<file path="src/rtl/core/pgc_pkg.sv">
// Package for the prime-gcd pair counter: default sizes, port widths,
// controller state type and the command/status bundles. No dependencies.
`timescale 1ns / 1ps
`default_nettype none
package pgc_pkg;

  localparam int DEF_MAX_N      = 65536;
  localparam int DEF_MAX_PRIMES = 6542;
  localparam int BOUND_W        = 17;
  localparam int COUNT_W        = 33;

  typedef enum logic [3:0] {
    ST_IDLE, ST_CLR, ST_I_RD, ST_I_CHK, ST_K_RD, ST_K_MUL, ST_K_WR,
    ST_P_RD, ST_P_ACC, ST_S_RD, ST_S_CHK, ST_S_DIV, ST_S_ADD, ST_DONE
  } state_t;

  typedef struct packed {
    logic load;
    logic clr;
    logic sieve_start;
    logic i_chk;
    logic k_mul;
    logic k_wr;
    logic i_inc;
    logic p_start;
    logic p_rd;
    logic p_acc;
    logic s_start;
    logic div_start;
    logic div_step;
    logic s_add;
    logic done;
  } cmd_t;

  typedef struct packed {
    logic clr_last;
    logic n_small;
    logic i_last;
    logic k_lt_pt;
    logic k_stop;
    logic j_last;
    logic p_gt_n;
    logic div_done;
  } sts_t;

endpackage
`default_nettype wire

</file>
<file path="src/rtl/core/pgc_ctrl.sv">
// Controller of the prime-gcd pair counter: sequences clear, sieve, prefix
// and summation passes. Depends on pgc_pkg.
`timescale 1ns / 1ps
`default_nettype none
module pgc_ctrl (
  input  wire logic          clk,
  input  wire logic          rst_n,
  input  wire logic          start,
  input  wire pgc_pkg::sts_t sts,
  output pgc_pkg::cmd_t      cmd,
  output logic               busy
);
  import pgc_pkg::*;

  state_t state_r, state_nxt;

  always_ff @(posedge clk) begin
    if (!rst_n) begin
      state_r <= ST_IDLE;
    end else begin
      state_r <= state_nxt;
    end
  end

  always_comb begin
    state_nxt = state_r;
    cmd       = '0;
    unique case (state_r)
      ST_IDLE: begin
        if (start) begin
          cmd.load  = 1'b1;
          state_nxt = ST_CLR;
        end
      end
      ST_CLR: begin
        cmd.clr = 1'b1;
        if (sts.clr_last) begin
          if (sts.n_small) begin
            cmd.s_start = 1'b1;
            state_nxt   = ST_S_RD;
          end else begin
            cmd.sieve_start = 1'b1;
            state_nxt       = ST_I_RD;
          end
        end
      end
      ST_I_RD: state_nxt = ST_I_CHK;
      ST_I_CHK: begin
        cmd.i_chk = 1'b1;
        state_nxt = ST_K_RD;
      end
      ST_K_RD: begin
        if (sts.k_lt_pt) begin
          state_nxt = ST_K_MUL;
        end else begin
          cmd.i_inc = 1'b1;
          if (sts.i_last) begin
            cmd.p_start = 1'b1;
            state_nxt   = ST_P_RD;
          end else begin
            state_nxt = ST_I_RD;
          end
        end
      end
      ST_K_MUL: begin
        cmd.k_mul = 1'b1;
        state_nxt = ST_K_WR;
      end
      ST_K_WR: begin
        if (sts.k_stop) begin
          cmd.i_inc = 1'b1;
          if (sts.i_last) begin
            cmd.p_start = 1'b1;
            state_nxt   = ST_P_RD;
          end else begin
            state_nxt = ST_I_RD;
          end
        end else begin
          cmd.k_wr  = 1'b1;
          state_nxt = ST_K_RD;
        end
      end
      ST_P_RD: begin
        cmd.p_rd  = 1'b1;
        state_nxt = ST_P_ACC;
      end
      ST_P_ACC: begin
        cmd.p_acc = 1'b1;
        if (sts.j_last) begin
          cmd.s_start = 1'b1;
          state_nxt   = ST_S_RD;
        end else begin
          state_nxt = ST_P_RD;
        end
      end
      ST_S_RD: begin
        state_nxt = sts.k_lt_pt ? ST_S_CHK : ST_DONE;
      end
      ST_S_CHK: begin
        if (sts.p_gt_n) begin
          state_nxt = ST_DONE;
        end else begin
          cmd.div_start = 1'b1;
          state_nxt     = ST_S_DIV;
        end
      end
      ST_S_DIV: begin
        if (sts.div_done) begin
          state_nxt = ST_S_ADD;
        end else begin
          cmd.div_step = 1'b1;
        end
      end
      ST_S_ADD: begin
        cmd.s_add = 1'b1;
        state_nxt = ST_S_RD;
      end
      ST_DONE: begin
        cmd.done  = 1'b1;
        state_nxt = ST_IDLE;
      end
      default: state_nxt = ST_IDLE;
    endcase
  end

  assign busy = (state_r != ST_IDLE);

endmodule
`default_nettype wire

</file>
<file path="config.mk">
export PLATFORM = sky130hd
export DESIGN_NAME = pgc_ctrl
export DESIGN_NICKNAME = d
export VERILOG_FILES = /design/src/rtl/core/pgc_pkg.sv /design/src/rtl/core/pgc_ctrl.sv
export SDC_FILE = /design/constraint.sdc
export NUM_CORES = 1
export LEC_CHECK = 0
export ABC_AREA = 0
export BUFFER_PORTS_ARGS = -buffer_cell sky130_fd_sc_hd__buf_4
export CORE_AREA = 5 5 42 44
export CTS_BUF_LIST = sky130_fd_sc_hd__clkbuf_2
export CTS_CLUSTER_DIAMETER = 150
export DETAILED_ROUTE_END_ITERATION = 10
export DIE_AREA = 0 0 47 49
export HOLD_SLACK_MARGIN = 0.06
export PLACE_DENSITY = 0.72
export SLEW_MARGIN = 20
export SYNTH_ARGS = -nofsm -noshare
export SYNTH_HDL_FRONTEND = slang
export SYNTH_SLANG_ARGS = --single-unit
</file>
<file path="constraint.sdc">
create_clock -name clk -period 3.05 [get_ports clk]
set_input_delay 0.305 -clock clk [delete_from_list [all_inputs] [get_ports clk]]
set_output_delay 0.305 -clock clk [all_outputs]
set_load 0.02 [all_outputs]
</file>
## Word level (Yosys, flattened, before mapping)

Cells that the tools add are included.

- Register bits after elaboration: 4
- Output and inout bits: 16
- Logic and storage cells: 56

- Equal/unequal tests: 16
- Multiplexer cells: 36
- Reduce and logical (&&, ||, !) cells: 3

Operators by type and width:

| kind | number |
|---|---|
| $pmux W4 S13 | 1 |
| $eq A4 B4 Y1 const B | 6 |
| $mux W1 | 20 |
| $mux W4 | 5 |
| $eq A4 B3 Y1 const B | 4 |
| $mux W3 | 5 |
| $eq A4 B2 Y1 const B | 2 |
| $mux W2 | 3 |
| $ne A2 B2 Y1 const B | 3 |
| $eq A4 B1 Y1 const B | 1 |
| $logic_not A4 Y1 | 1 |
| $pmux W2 S2 | 1 |
| $reduce_bool A4 Y1 | 1 |
| $reduce_and A3 Y1 | 1 |
| $pmux W1 S2 | 1 |

## Depth between registers and ports, before layout

- Word-level depth: 3
- Mapped depth: 7

## Least setup slack after synthesis

OpenSTA, ideal clock, no wires.

- Path type: flip-flop to output port
- From: register state_r[1]
- To: output port cmd[7] (netlist name)
- Data arrival time: 1.578 ns
- Data required time: 2.745 ns
- Setup slack: 1.167 ns
- Stages on the path, launching flop included: 6
- Cell sequence: dfxtp_1 buf_4 buf_4 o21a_1 nor3_1 and2_1

RTL lines:

| what | line | source |
|---|---|---|
| start, declared | pgc_ctrl.sv:15 | `state_t state_r, state_nxt;` |
| start signal, assigned | pgc_ctrl.sv:21 | `state_r <= state_nxt;` |
| end, declared | pgc_ctrl.sv:10 | `output pgc_pkg::cmd_t cmd,` |

==> results.yml <==
run:
  maxCapViolCount: 0
clock_network:
  htree_levels: 1
  root_buffer: "clkbuf_2"
  clk_pin_slew_ns: 0.05
  cts_max_path_buffers: 2
  clkSinkCount: 4
  cts_resized: 0
  cts_tree: "done"
  numCtsBuffers: 3
  cts_setup_buffers: 0
  ctsHoldBuffers: 0
  clock_latency_ns: 0.21
worst_setup_path:
  crit_fanout: 19
  path_delay_family: "flip-flops"
  critPathBufInv: 1
  cp.arrival_ns: 1.71
  crit_chain: "nand2_1, nor3_2, a32o_1, buf_4"
  max_stage_delay_ns: 0.68
  start_kind: "flip-flop"
  crit_type: "reg2out"
  cp_slowest_cell: "dfxtp_1"
  endpoint_kind: "primary output"
  cp.required_ns: 2.74
yosys:
  synth_area_sq_um: 579
  synth_seq_cells: 4
  ys_seq_area_share_pct: 13.8
  synth_cell_types: 37
  syn_nets: 92
  syn_area_per_cell_sq_um: 7.15
  netlist_instances: 81
  yosys_warnings: 0
finish:
  final_area_sq_um: 768
  top_register: "state_r"
  antenna_cells: 0
  largest_reg_flops: 4
  area_delta_synth_final_pct: 32.6
  final_nets: 117
  drive_above_1_share_pct: 37.5
  reg_top3: "state_r: 4 flops"
global_routing:
  grt_pass1_vias: 642
  grt_pass1_wl_mm: 2.73
  grt_max_degree: 20
  grt_overflow_total: 0
  grt_antenna_before_repair: 0
  grt_usage_pct: 15.5
route:
  wl_mm: 1.72
  drt_iter0_markers: 38
  firstDrtPassIters: 4
  vias_per_cell: 5.78
  dr_total_vias: 693
  ant_nets: 0
  drc_errors: 0
  wl_per_cell_um: 14.3
placed_design:
  io_buffers: 26
  place_area_sq_um: 753
  hpwl_mm: 1.21
  gp_congestion: 0.853
power_and_ir_drop:
  cellPowerDensity_nw_per_um2: 810
  irDropWorstVdd_v: 0.000588
  leakagePower_nw: 0.310
sta:
  min_period_ns: 2.02
  worst_pin_slew_ns: 0.589
  max_slew_margin_pct: 60.7
  period_share_pct: 66.2
  setup_viol: 0
  rsz0062_at_grt: "no"
  maxSlewViolCount: 0
  fin_skew_ns: 0.00831
  max_freq_ghz: 0.495
  setup_tns_ns: 0
  hold_viol_final: 0
floorplan:
  dieWidth_um: 47
  rows: 14
  fp.coreArea_sq_um: 1400
  start_util_pct: 41.3
  dieArea_sq_um: 2300
  ioPinCount: 27
  die_h_um: 49
min_path:
  hold_path.class: "in2reg"
outcome:
  outcome: "finished clean"
-- synthesized netlist by cell type --
| cell type | number | area (sq um) |
|---|---|---|
| a21boi_1 | 1 | 7.51 |
| a21oi_1 | 4 | 20.0 |
| a22o_1 | 1 | 8.76 |
| a31oi_1 | 1 | 6.26 |
| a32o_1 | 1 | 10.0 |
| and2_1 | 1 | 6.26 |
| and3_1 | 1 | 6.26 |
| and3b_4 | 1 | 12.5 |
| buf_2 | 3 | 15.0 |
| buf_4 | 3 | 22.5 |
| buf_6 | 1 | 11.3 |
| dfxtp_1 | 4 | 80.1 |
| inv_2 | 1 | 3.75 |
| nand2_1 | 8 | 30.0 |
| nand2b_1 | 3 | 18.8 |
| nand2b_2 | 2 | 17.5 |
| nand3b_1 | 1 | 7.51 |
| nand4b_1 | 1 | 8.76 |
| nor2_1 | 9 | 33.8 |
| nor2_2 | 1 | 6.26 |
| nor2b_1 | 6 | 37.5 |
| nor3_1 | 8 | 40.0 |
| nor3_2 | 2 | 20.0 |
| nor4b_1 | 1 | 8.76 |
| o2111a_1 | 1 | 11.3 |
| o211ai_1 | 1 | 7.51 |
| o21a_1 | 1 | 7.51 |
| o21ai_0 | 2 | 10.0 |
| o21ai_1 | 1 | 5.00 |
| o21ai_4 | 1 | 16.3 |
| o21bai_1 | 1 | 7.51 |
| o221a_4 | 1 | 20.0 |
| o22ai_1 | 3 | 18.8 |
| o311ai_1 | 1 | 8.76 |
| o32a_1 | 1 | 10.0 |
| o32ai_1 | 1 | 8.76 |
| o41ai_1 | 1 | 8.76 |
-- placed cells by master, fill, tap and decap left out, drive strengths merged, types with 3 or more instances in the layout --
cell,instances
a21oi,4
buf,27
clkbuf,3
dfxtp,4
nand2,8
nand2b,5
nor2,10
nor2b,6
nor3,10
o21ai,4
o22ai,3
-- metal layers --
metal / up-vias / GRT usage (%) / wire length, um
met2: 34 / 20.8 / 758
li1: 348 / - / -
met4: 0 / 11.5 / 43
met5: - / 0 / 0
met1: 305 / 22.2 / 776
met3: 6 / 0.738 / 140
-- per-stage QoR --
| step | util [%] | total power, W | hold WS (ns) | cells | setup slack [ns] |
|---|---|---|---|---|---|
| 4_1_cts | 54.8 | 0.000617 | 0.340 | 120 | 1.05 |
| 2_1_floorplan | - | 0.000466 | 0.433 | 81 | 1.17 |
| 6_report | 54.8 | 0.000622 | 0.345 | 120 | 1.03 |
| 5_1_grt | 54.8 | 0.000671 | 0.354 | 120 | 0.850 |
| 3_5_place_dp | 53.8 | 0.000566 | 0.549 | 117 | 1.28 |
| 3_3_place_gp | 53.8 | 0.000566 | 0.553 | 117 | 1.32 |
-- final cells by class --
cell class                      count  area (sq um)
Sequential cell                     4          80.1
Tap cell                           16          20.0
Inverter                            1          3.75
Clock buffer                        3          15.0
Multi-Input combinational cell     69           447
Fill cell                         150           633
Timing Repair Buffer               27           203
-- power breakdown --
group / total, W / switching [W] / internal (W)
clock: 0.0000488 / 0.0000223 / 0.0000265
sequential: 0.000149 / 0.0000778 / 0.0000710
combinational: 0.000424 / 0.000231 / 0.000193
-- cells by family (layout without fill, tap and decap cells) --
group                  Yosys count  after routing  share of synthesized area, %
AOI/OAI and AO/OA               24             24                          33.3
buffers and inverters            8             31                          9.07
DFF                              4              4                          13.8
and+or+nand+nor                 45             45                          43.8
-- worst register-to-register path, stage by stage (launching register included) --
cell	delay, ns
dfxtp_1	0.63
nand2b_2	0.29
o32a_1	0.18
nor2_1	0.05
o41ai_1	0.29
a21boi_1	0.12
-- worst paths after layout --
kind	from	end	slack [ns]	cells after the start
setup / recovery	state_r[0]	cmd[4]	1.03	4
hold / removal	rst_n	state_r[3]	0.35	2
setup reg to reg	state_r[2]	state_r[0]	1.38	5
hold reg to reg	state_r[2]	state_r[3]	0.84	3
(Power assumes the default switching activity.)
